<file path="src/rtl/core/ppr_pkg.sv">
package ppr_pkg;

  localparam int CfgIdxW = 3;

  typedef enum logic [CfgIdxW-1:0] {
    REG_NORMAL_X = 3'd0,
    REG_NORMAL_Y = 3'd1,
    REG_NORMAL_Z = 3'd2,
    REG_OFFSET   = 3'd3,
    REG_ROT_W    = 3'd4,
    REG_ROT_X    = 3'd5,
    REG_ROT_Y    = 3'd6,
    REG_ROT_Z    = 3'd7
  } cfg_reg_t;

  typedef struct packed {
    logic signed [31:0] nx;
    logic signed [31:0] ny;
    logic signed [31:0] nz;
    logic signed [31:0] offset;
    logic signed [31:0] qw;
    logic signed [31:0] qx;
    logic signed [31:0] qy;
    logic signed [31:0] qz;
  } cfg_t;

  typedef struct packed {
    logic signed [31:0] r00;
    logic signed [31:0] r01;
    logic signed [31:0] r02;
    logic signed [31:0] r10;
    logic signed [31:0] r11;
    logic signed [31:0] r12;
  } rot_mat_t;

  localparam logic signed [63:0] OneQ30 = 64'sd1073741824;
  localparam logic signed [63:0] DLimit = 64'sd8589934591;
  localparam logic signed [63:0] Int32Min = -64'sd2147483648;
  localparam logic signed [63:0] Int32Max = 64'sd2147483647;

  function automatic logic signed [63:0] clamp64(input logic signed [63:0] v,
                                                 input logic signed [63:0] lo,
                                                 input logic signed [63:0] hi);
    if (v < lo) begin
      return lo;
    end else if (v > hi) begin
      return hi;
    end
    return v;
  endfunction

  // Round half up, then arithmetic shift right.
  function automatic logic signed [63:0] rnd_shr(input logic signed [63:0] v,
                                                 input int unsigned s);
    logic signed [63:0] bias;
    bias = 64'sd1 <<< (s - 1);
    return (v + bias) >>> s;
  endfunction

  function automatic logic signed [31:0] sat32(input logic signed [63:0] v);
    logic signed [63:0] c;
    c = clamp64(v, Int32Min, Int32Max);
    return c[31:0];
  endfunction

  function automatic logic signed [31:0] coef64(input logic signed [63:0] v);
    logic signed [63:0] c;
    c = clamp64(v, -OneQ30, OneQ30);
    return c[31:0];
  endfunction

  function automatic logic signed [31:0] coef32(input logic signed [31:0] v);
    logic signed [63:0] c;
    c = clamp64(64'(v), -OneQ30, OneQ30);
    return c[31:0];
  endfunction

endpackage

</file>
<file path="src/rtl/core/ppr_cfg_regs.sv">
module ppr_cfg_regs
  import ppr_pkg::*;
(
  input  logic                      clk,
  input  logic                      rst,
  input  logic                      cfg_we,
  input  logic [CfgIdxW-1:0]        cfg_index,
  input  logic signed [31:0]        cfg_data,
  output cfg_t                      cfg
);

  always_ff @(posedge clk) begin
    if (rst) begin
      cfg.nx     <= '0;
      cfg.ny     <= '0;
      cfg.nz     <= OneQ30[31:0];
      cfg.offset <= '0;
      cfg.qw     <= OneQ30[31:0];
      cfg.qx     <= '0;
      cfg.qy     <= '0;
      cfg.qz     <= '0;
    end else if (cfg_we) begin
      case (cfg_reg_t'(cfg_index))
        REG_NORMAL_X: cfg.nx     <= coef32(cfg_data);
        REG_NORMAL_Y: cfg.ny     <= coef32(cfg_data);
        REG_NORMAL_Z: cfg.nz     <= coef32(cfg_data);
        REG_OFFSET:   cfg.offset <= cfg_data;
        REG_ROT_W:    cfg.qw     <= coef32(cfg_data);
        REG_ROT_X:    cfg.qx     <= coef32(cfg_data);
        REG_ROT_Y:    cfg.qy     <= coef32(cfg_data);
        REG_ROT_Z:    cfg.qz     <= coef32(cfg_data);
        default: ;
      endcase
    end
  end

endmodule

</file>
<file path="config.mk">
export PLATFORM = sky130hd
export DESIGN_NAME = ppr_cfg_regs
export DESIGN_NICKNAME = d
export VERILOG_FILES = /design/src/rtl/core/ppr_pkg.sv /design/src/rtl/core/ppr_cfg_regs.sv
export SDC_FILE = /design/constraint.sdc
export NUM_CORES = 1
export LEC_CHECK = 0
export BUFFER_PORTS_ARGS = -buffer_cell sky130_fd_sc_hd__buf_2
export CAP_MARGIN = 15
export CELL_PAD_IN_SITES_DETAIL_PLACEMENT = 1
export CELL_PAD_IN_SITES_GLOBAL_PLACEMENT = 2
export CORE_ASPECT_RATIO = 0.9
export CORE_UTILIZATION = 34
export DETAILED_ROUTE_END_ITERATION = 10
export HOLD_SLACK_MARGIN = 0.12
export PLACE_DENSITY = 0.83
export RECOVER_POWER = 50
export SYNTH_ARGS = -nofsm -noshare
export SYNTH_HDL_FRONTEND = slang
export SYNTH_SLANG_ARGS = --single-unit
export TNS_END_PERCENT = 100
</file>
<file path="constraint.sdc">
create_clock -name clk -period 3.6 [get_ports clk]
set_clock_uncertainty 0.05 [all_clocks]
set_input_delay 0.72 -clock clk [delete_from_list [all_inputs] [get_ports clk]]
set_output_delay 0.72 -clock clk [all_outputs]
set_load 0.005 [all_outputs]
</file>
==> run_results.csv, run 1 <==
group,metric,value,unit
cts,numClockSinks,256,
synth,ys.warnings.count,0,
global_route,grt-ovfl-total,0,
layout,reg_top3,"cfg x256",
timing,setup_viol,0,
cts,cts_buffers,28,
critical_path,critical_path_class,"in2reg",
floorplan,dieArea,26300,sq um
cts,post-cts-setup-buffers,0,
floorplan,pin_count,294,
cts,clk_latency,530,ps
routing,via_count,7307,
routing,routed_wl,30.7,mm
global_route,grt_pass1_vias,7132,
timing,max_freq,396,MHz
routing,drc,0,
global_route,antenna_found_initial,0,
critical_path,crit_top_cell,"buf_4",
global_route,grt_max_degree,83,
cts,root_buffer,"clkbuf_16",
routing,ant_nets,0,
placement,dp_hpwl,20.3,mm
critical_path,path_cells,"clkbuf_1 -> buf_4 -> nor2_2 -> buf_4 -> a32o_1",
synth,synth_seq_cells,256,
routing,first_iter_violations,566,
layout,drive_above_1_share,23.4,%
placement,portBuffers,293,
placement,post-place-cells,1267,
critical_path,arrival,2910,ps
timing,drv_slew,28,
global_route,grt_usage,22.7,%
synth,postSynthCellCount,734,
flow_run,maxCapViolCount,1,
layout,antenna_cells,0,
critical_path,worstPathRequired,3990,ps
floorplan,rows,55,
power,p_leak,0.00421,uW
global_route,grt_pass1_wl,45.4,mm
critical_path,endpoint_kind,"flip-flop",
timing,post-route-period-util,70.1,%
power,ir_drop,0.429,mV
routing,avgViaCountPerCell,5.54,
critical_path,r2r_cells,2,
layout,instances_no_fill,1319,
status,violations,"capacitance limit, slew limit",
layout,nets,993,
critical_path,regToRegStartpoint,"cfg[94]",
critical_path,crit_fanout,27,
critical_path,startpoint_type,"input port",
synth,avgSynthCellArea,11.9,sq um
routing,post_drt_wl_per_cell,23.3,um
floorplan,dieHeight,154,um
routing,drtPass1Iterations,5,
timing,fin_tns_setup,0,ps
critical_path,r2r_end,"cfg[94]",
critical_path,slowest_stage,"clkbuf_1",
timing,worst_pin_slew,1520,ps
timing,hold_violations,0,
cts,h-tree-depth,1,
synth,synth_seq_area_share,58.7,%
floorplan,initial_core_util,34.6,%
floorplan,core,25200,sq um
layout,final_common_cell,"dfxtp_1",
layout,final_cell_mix,"256 x dfxtp_1, 198 x a32o_1, 159 x clkbuf_1, 138 x buf_2, 66 x nand2_1",
cts,cts_tree,"done",
layout,largest_reg_flops,256,
cts,ctsResizeCount,0,
synth,syn_nets,772,
hold_path,holdPathStages,2,
critical_path,reg2reg_slack,2820,ps
hold_path,hp-start,"cfg[147]",
timing,period_needed,2520,ps
timing,rsz0062_at_grt,"no",
synth,synth_cell_types,27,
critical_path,critPathMaxStageDelay,1080,ps
layout,area_delta_synth_final,24.7,%
power,pwr_density_cell,565,nW/um^2
timing,relSlewSlack,-1.63,%
hold_path,hold_class,"reg2reg",
cts,ctsHoldBuffers,0,
cts,path_clk_slew,70,ps
hold_path,min_to,"cfg[147]",
cts,clk_path_buf_depth,3,
layout,fin_util,43.2,%
synth,netlist_area,8730,sq um
layout,top_register,"cfg",
placement,gp_congestion,0.747,
status,status,"finished with violations",
floorplan,die-width,171,um
[how the worst max path moves through the flow]
stage / from / end
after floorplan: cfg_we / cfg[32]
after global placement: rst / cfg[212]
after detailed placement: cfg_index[1] / cfg[56]
after CTS: cfg_index[1] / cfg[35]
after global routing: rst / cfg[203]
final: rst / cfg[203]
[kinds of logic after synthesis]
| kind of cell | after synthesis | synth area share [%] |
|---|---|---|
| AOI/OAI and AO/OA | 251 | 26.9 |
| muxes | 6 | 0.688 |
| and+or+nand+nor | 105 | 6.28 |
| DFF | 256 | 58.7 |
| buffers and inverters | 116 | 7.43 |
[where the power goes]
part / total [uW] / switching (uW) / internal (uW)
sequential: 2900 / 24.8 / 2880
clock: 2870 / 1190 / 1690
combinational: 376 / 272 / 104
[per-stage QoR]
stage	area (sq um)	hold WS (ps)	setup slack [ps]	total power, uW
6_report	10900	407	1080	6150
3_3_place_gp	10200	389	1100	3340
5_1_grt	10900	423	934	6370
2_1_floorplan	8730	403	1730	3200
4_1_cts	11100	405	1640	6220
3_5_place_dp	10200	397	1060	3350
[per-layer routing]
| layer | GRT usage, % | up-vias | wire, um |
|---|---|---|---|
| met4 | 6.34 | 0 | 798 |
| met1 | 29.7 | 3665 | 13400 |
| met5 | 0 | - | 0 |
| li1 | - | 3291 | - |
| met3 | 6.92 | 47 | 2710 |
| met2 | 36.2 | 304 | 13800 |
[critical path, delay by kind of cell]
family / cells / cell delay, ps
AOI/OAI and AO/OA: 1 / 230
buffers and inverters: 3 / 1770
and+or+nand+nor: 1 / 170
[final cells by class]
| type | instances | area, sq um |
|---|---|---|
| clock buffer | 38 | 788 |
| clock inverter | 14 | 149 |
| fill | 2861 | 14300 |
| inverter | 1 | 3.75 |
| multi-input combinational | 362 | 2990 |
| sequential | 256 | 5120 |
| tap | 342 | 428 |
| timing repair buffer | 306 | 1410 |
[Yosys cell counts, drive strengths merged]
master / count / area share (%)
dfxtp: 256 / 59
a32o: 210 / 24
buf: 98 / 6.7
nand2: 66 / 2.8
a21oi: 34 / 2.0
nor2: 22 / 0.95
clkbuf: 17 / 0.73
mux2i: 6 / 0.69
a211oi: 5 / 0.43
nor2b: 5 / 0.62
and4b: 3 / 0.34
a211o: 2 / 0.20
and2b: 2 / 0.22
nand4bb: 2 / 0.63
and4: 1 / 0.10
and4bb: 1 / 0.14
inv: 1 / 0.043
nand4: 1 / 0.072
nand4b: 1 / 0.10
nor4b: 1 / 0.27
(Power assumes the default switching activity.)
==> run 2: changes to the inputs <==
Settings changed: ABC_AREA set to 1, CORE_UTILIZATION 34 to 28, PLACE_DENSITY 0.83 to 0.74.
Clock period 3.6 ns to 2.1 ns, I/O delays scaled along.
==> run 2 against run 1 <==
  * The run now ends clean
  * Sequential power up 76%
  * Die area up 35%
  * Clock power up 76%
  * Flip-flop and latch count unchanged
  * First-iteration DRC count down 53%
  * Hold slack worse by 260 ps
  * Total power up 82%
  * Register-to-register slack worse by 1500 ps
  * Design area up 17%
  * Routed wire length up 8.0%
  * Global-route usage down 4.8 points
  * Critical path type unchanged
  * Largest power group unchanged
  * Highest routed layer unchanged
==> run_results.csv, run 2 <==
group,metric,value,unit
status,status,"finished clean",
layout,final_cell_mix,"256 x dfxtp_1, 244 x o21ai_0, 210 x a21oi_2, 168 x clkbuf_1, 132 x buf_2",
floorplan,pin_count,294,
hold_path,hp-start,"cfg_data[8]",
global_route,grt_usage,18.0,%
layout,top_register,"cfg",
power,p_sw,2800,uW
cts,h-tree-depth,1,
synth,synth_seq_cells,256,
global_route,grt_pass1_vias,7813,
floorplan,die-width,199,um
cts,root_buffer,"clkbuf_16",
global_route,antenna_found_initial,0,
layout,drive_above_1_share,35.7,%
synth,netlist_area,9770,sq um
routing,ant_nets,0,
placement,dp_hpwl,23.4,mm
routing,drc,0,
layout,reg_top3,"cfg x256",
synth,netlist.top_cell.by_area,"dfxtp_1",
global_route,grt_pass1_wl,49.1,mm
floorplan,dieArea,35600,sq um
synth,synth_enable_flop_cells,0,
timing,rsz0062_at_grt,"no",
power,switching_share,24.9,%
power,seqPwrFrac,45.6,%
synth,yosys.area.top_type_share,52.5,%
critical_path,r2r_cells,2,
floorplan,dieHeight,179,um
power,pwr_density_cell,884,nW/um^2
critical_path,regToRegStartpoint,"cfg[207]",
synth,ys.flop_type,"dfxtp_1",
routing,drtPass1Iterations,4,
routing,via_count,8054,
hold_path,min_to,"cfg[136]",
timing,fin_tns_setup,0,ps
cts,numClockSinks,256,
synth,synth_cell_types,19,
hold_path,holdPathStages,3,
cts,path_clk_slew,60,ps
timing,worst_pin_slew,1110,ps
layout,fill_cells,4017,
placement,placed_area,11900,sq um
critical_path,worstPathRequired,2520,ps
critical_path,critical_path_class,"in2reg",
layout,nets,1293,
layout,final_common_cell,"dfxtp_1",
synth,synth_seq_area_share,52.5,%
routing,post_drt_wl_per_cell,19.1,um
layout,area_delta_synth_final,29.9,%
routing,routed_wl,33.2,mm
critical_path,reg2reg_slack,1310,ps
flow_run,maxCapViolCount,0,
critical_path,r2r_end,"cfg[207]",
layout,antenna_cells,0,
synth,synthTopCellsByArea,"dfxtp_1 52%, a21oi_2 19%, o21ai_0 13%",
timing,max_freq,499,MHz
synth,async_flop_share,0,%
timing,post-route-period-util,95.5,%
global_route,grt_max_degree,65,
floorplan,core,34200,sq um
routing,first_iter_violations,266,
cts,clk_latency,540,ps
power,pwr-share-comb,9.3,%
cts,cts_buffers,29,
critical_path,path_cells,"dlygate4sd3_1 -> buf_2 -> inv_1 -> nand2_1 -> nor2_2 -> nand2_1 -> nor2_1 -> nand2_2 -> nand2_4 -> buf_12 -> nand3_4 -> a21oi_2",
critical_path,slowest_stage,"dlygate4sd3_1",
hold_path,hold_class,"in2reg",
timing,setup_viol,0,
placement,gp_congestion,0.745,
cts,cts_tree,"done",
timing,relSlewSlack,25.9,%
synth,ys.warnings.count,0,
floorplan,initial_core_util,28.6,%
power,ir_drop,0.551,mV
timing,period_needed,2010,ps
power,power.internal,8420,uW
timing,hold_violations,0,
global_route,grt-ovfl-total,0,
critical_path,crit_top_cell,"nand2_1",
synth,postSynthCellCount,970,
routing,avgViaCountPerCell,4.64,
power,p_leak,0.00476,uW
synth,syn_nets,1008,
power,p_clk_share,45.1,%
critical_path,endpoint_kind,"flip-flop",
synth,avgSynthCellArea,10.1,sq um
timing,drv_slew,0,
critical_path,arrival,2420,ps
layout,finalInstanceArea,12700,sq um
floorplan,rows,64,
cts,clk_path_buf_depth,3,
power,finalPower,11200,uW
critical_path,crit_fanout,13,
critical_path,critPathMaxStageDelay,530,ps
layout,largest_reg_flops,256,
placement,portBuffers,293,
synth,yosys.cell_count.top_type,"dfxtp_1",
critical_path,startpoint_type,"input port",
synth,ys_top_cells_by_count,"256 x dfxtp_1, 244 x o21ai_0, 210 x a21oi_2",
run 2: changes by cell type in the layout (fill, tap and decap cells not counted), moves of 8 or more:
cell / before / now
a21oi_2: 0 / 210
a32o_1: 198 / 0
a32o_2: 12 / 0
buf_12: 3 / 11
clkbuf_1: 159 / 168
dlygate4sd3_1: 0 / 19
inv_1: 0 / 33
nand2_1: 66 / 25
nand3_4: 0 / 30
o21ai_0: 0 / 244
o21ai_1: 0 / 12
run 2: cells by family (layout without fill, tap and decap cells):
family                 after synthesis  after routing  share of synthesized area [%]
AOI/OAI and AO/OA                  510            510                           34.3
DFF                                256            256                           52.5
buffers and inverters              122            426                           5.60
and+or+nand+nor                     82             82                           7.68
run 2: layout make-up:
class	count	area [sq um]	share of cell area [%]
tap	462	578	4.55
inverter	39	151	1.19
clock buffer	45	866	6.82
sequential	256	5120	40.4
timing repair buffer	337	1770	13.9
clock inverter	5	77.6	0.611
multi-input combinational	592	4130	32.5
run 2: critical path: cells and delay by family:
family | cells | cell delay (ps)
compound gates | 1 | 180
simple gates | 7 | 840
buf+inv | 4 | 950
run 2: power by group through the flow:
stage | Combinational (uW) | Sequential, uW | Clock (uW)
2_1_floorplan | 567 | 5220 | 0
3_3_place_gp | 1070 | 5210 | 0
3_5_place_dp | 1080 | 5210 | 0
4_1_cts | 1110 | 5110 | 5200
5_1_grt | 1150 | 5130 | 5400
6_report | 1050 | 5110 | 5060
run 2: per-layer routing:
layer	up-vias	part of all wire, %	global-route usage (%)	routed length (um)
li1	3961	-	-	-
met1	3848	49	25.7	16400
met2	202	43	27.1	14100
met3	43	5.6	4.18	1880
met4	0	2.3	4.23	758
met5	-	0	0	0
run 2: what timing repair did:
| item | 4_1_cts | 5_1_grt |
|---|---|---|
| setup buffers | 0 | 0 |
| endpoints found under the hold margin | 19 | 0 |
| gates resized for setup | 0 | 1 |
| endpoints found under the setup margin | 0 | 15 |
| hold buffers | 19 | 0 |
run 2: worst max path at each step:
| stage | start | end | slack, ps |
|---|---|---|---|
| after floorplan | cfg_data[31] | cfg[233] | 590 |
| after global placement | cfg_data[22] | cfg[242] | -70 |
| after detailed placement | cfg_data[23] | cfg[242] | -80 |
| after CTS | cfg_data[26] | cfg[242] | 70 |
| after global routing | cfg_data[26] | cfg[208] | 30 |
| final | cfg_data[26] | cfg[17] | 90 |
run 2: per-stage QoR:
| stage | setup WS [ps] | hold WS (ps) | instances | util [%] |
|---|---|---|---|---|
| finish | 95.0 | 144 | 1736 | 37.1 |
| global route | 30.2 | 138 | 1736 | 37.1 |
| CTS | 69.1 | 120 | 1736 | 38.0 |
| detailed placement | -75.1 | 432 | 1667 | 34.7 |
| global placement | -68.1 | 413 | 1667 | 34.7 |
| floorplan | 591 | 421 | 970 | - |
==> run 3: changes to the inputs <==
Settings changed: RECOVER_POWER 50 to not set.
==> run 3 against run 2 <==
  * Worst setup slack improved by 30 ps
  * Combinational power rose by 4%
  * Design area rose by 2.4%
  * Critical endpoint is now cfg[163]
  * Routed wire length fell by 0.11%
  * Largest power group unchanged
  * Die area did not move
  * Core utilization rose by 0.89 points
  * Register-to-register slack improved by 20 ps
  * First-iteration DRC count fell by 6.4%
==> run_results.csv, run 3 (synthesis gave the netlist of run 2 again) <==
group,metric,value,unit
cts,cts_tree,"done",
critical_path,startpoint_type,"input port",
cts,clk_path_buf_depth,3,
timing,post-route-period-util,94.0,%
floorplan,dieHeight,179,um
power,ir_drop,0.549,mV
placement,portBuffers,293,
power,p_sw,2800,uW
timing,period_needed,1970,ps
timing,drv_slew,0,
layout,final_common_cell,"buf_2",
routing,post_drt_wl_per_cell,19.1,um
power,pwr-share-comb,9.7,%
routing,wl_met2,14.2,mm
floorplan,rows,64,
power,p_clk_share,44.9,%
cts,path_clk_slew,60,ps
power,seqPwrFrac,45.4,%
routing,drc,0,
power,p_leak,0.00546,uW
global_route,grt-ovfl-total,0,
layout,final_cell_mix,"293 x buf_2, 256 x dfxtp_1, 244 x o21ai_0, 210 x a21oi_2, 39 x a21oi_1",
hold_path,hold_class,"in2reg",
power,switching_share,24.9,%
placement,dp_hpwl,23.4,mm
layout,area_delta_synth_final,33.0,%
routing,routed.top_layer,"met4",
layout,reg_top3,"cfg x256",
power,finalPower,11300,uW
power,power.internal,8450,uW
floorplan,initial_core_util,28.6,%
routing,first_iter_violations,249,
routing,wl_met3,1.98,mm
routing,drtPass1Iterations,4,
global_route,grt_pass1_wl,49.1,mm
routing,ant_nets,0,
cts,h-tree-depth,1,
layout,antenna_cells,0,
critical_path,arrival,2400,ps
timing,hold_violations,0,
timing,rsz0062_at_grt,"no",
timing,worst_pin_slew,448,ps
timing,relSlewSlack,70.0,%
cts,cts_buffers,29,
cts,numClockSinks,256,
layout,top_register,"cfg",
layout,fill_cells,3942,
floorplan,core,34200,sq um
layout,largest_reg_flops,256,
global_route,grt_max_degree,65,
power,pwr_density_cell,866,nW/um^2
layout,nets,1293,
critical_path,endpoint_kind,"flip-flop",
floorplan,dieArea,35600,sq um
critical_path,critical_path_class,"in2reg",
layout,drive_above_1_share,48.7,%
global_route,antenna_found_initial,0,
routing,routed_wl,33.2,mm
timing,max_freq,506,MHz
routing,via_count,8044,
floorplan,die-width,199,um
critical_path,worstPathRequired,2520,ps
timing,fin_tns_setup,0,ps
placement,gp_congestion,0.745,
routing,avgViaCountPerCell,4.63,
cts,clk_latency,540,ps
floorplan,pin_count,294,
timing,setup_viol,0,
cts,post-cts-setup-buffers,0,
global_route,grt_pass1_vias,7813,
status,status,"finished clean",
cts,root_buffer,"clkbuf_16",
flow_run,maxCapViolCount,0,
critical_path,crit_fanout,17,
routing,met1Wirelength,16.3,mm
global_route,grt_usage,18.0,%
run 3: cell types whose count changed in the layout (fill, tap and decap cells not counted), sizes merged:
| cell | before | now |
|---|---|---|
| buf | 151 | 318 |
| clkbuf | 212 | 45 |
run 3: stage by stage:
stage | hold slack (ps) | setup slack (ps) | std cells | area (sq um) | utilization (%)
after floorplan | 421 | 591 | 970 | 9770 | -
after global placement | 413 | -68.1 | 1667 | 11900 | 34.7
after detailed placement | 432 | -75.1 | 1667 | 11900 | 34.7
after CTS | 120 | 69.1 | 1736 | 13000 | 38.0
after global routing | 138 | 39.3 | 1736 | 13000 | 38.0
final | 145 | 125 | 1736 | 13000 | 38.0
run 3: path summary, 6_finish.rpt:
kind                                   start        to  slack [ps]  depth (start not counted)
worst min register to register      cfg[190]  cfg[190]         440                          2
worst max register to register       cfg[43]   cfg[43]        1330                          2
worst max-delay path            cfg_data[26]  cfg[163]         130                         12
worst min-delay path            cfg_data[10]  cfg[138]         150                          3
run 3: layout make-up:
type / count / area (sq um) / area share, %
clock buffers: 45 / 866 / 6.66
repair buffers: 337 / 2040 / 15.7
flip-flops and latches: 256 / 5120 / 39.4
clock inverters: 5 / 77.6 / 0.597
well taps: 462 / 578 / 4.45
multi-input cells: 592 / 4160 / 32.0
inverters: 39 / 151 / 1.16
run 3: power by group through the flow:
stage	registers (uW)	clock network (uW)	logic, uW
detailed placement	5210	0	1080
CTS	5110	5200	1110
finish	5110	5060	1090
floorplan	5220	0	567
global placement	5210	0	1070
global route	5120	5400	1190
run 3: worst max-delay path, cell delays in order:
cell	delay (ps)
dlygate4sd3_1	530
buf_2	150
inv_1	70
nand2_1	80
nor2_2	170
nand2_1	70
nor2_1	110
nand2_2	80
nand2_4	90
buf_12	230
nand3_4	220
a21oi_2	170
run 3: repair_timing:
action	4_1_cts	5_1_grt
endpoints found under the hold margin	19	0
gates resized for setup	0	1
hold buffers	19	0
setup endpoints to repair	0	15
run 3: metal layers:
layer / vias to the layer above / track usage, %
met1: 3843 / 25.7
met4: 0 / 4.23
met2: 202 / 27.1
li1: 3958 / -
met5: - / 0
met3: 41 / 4.18
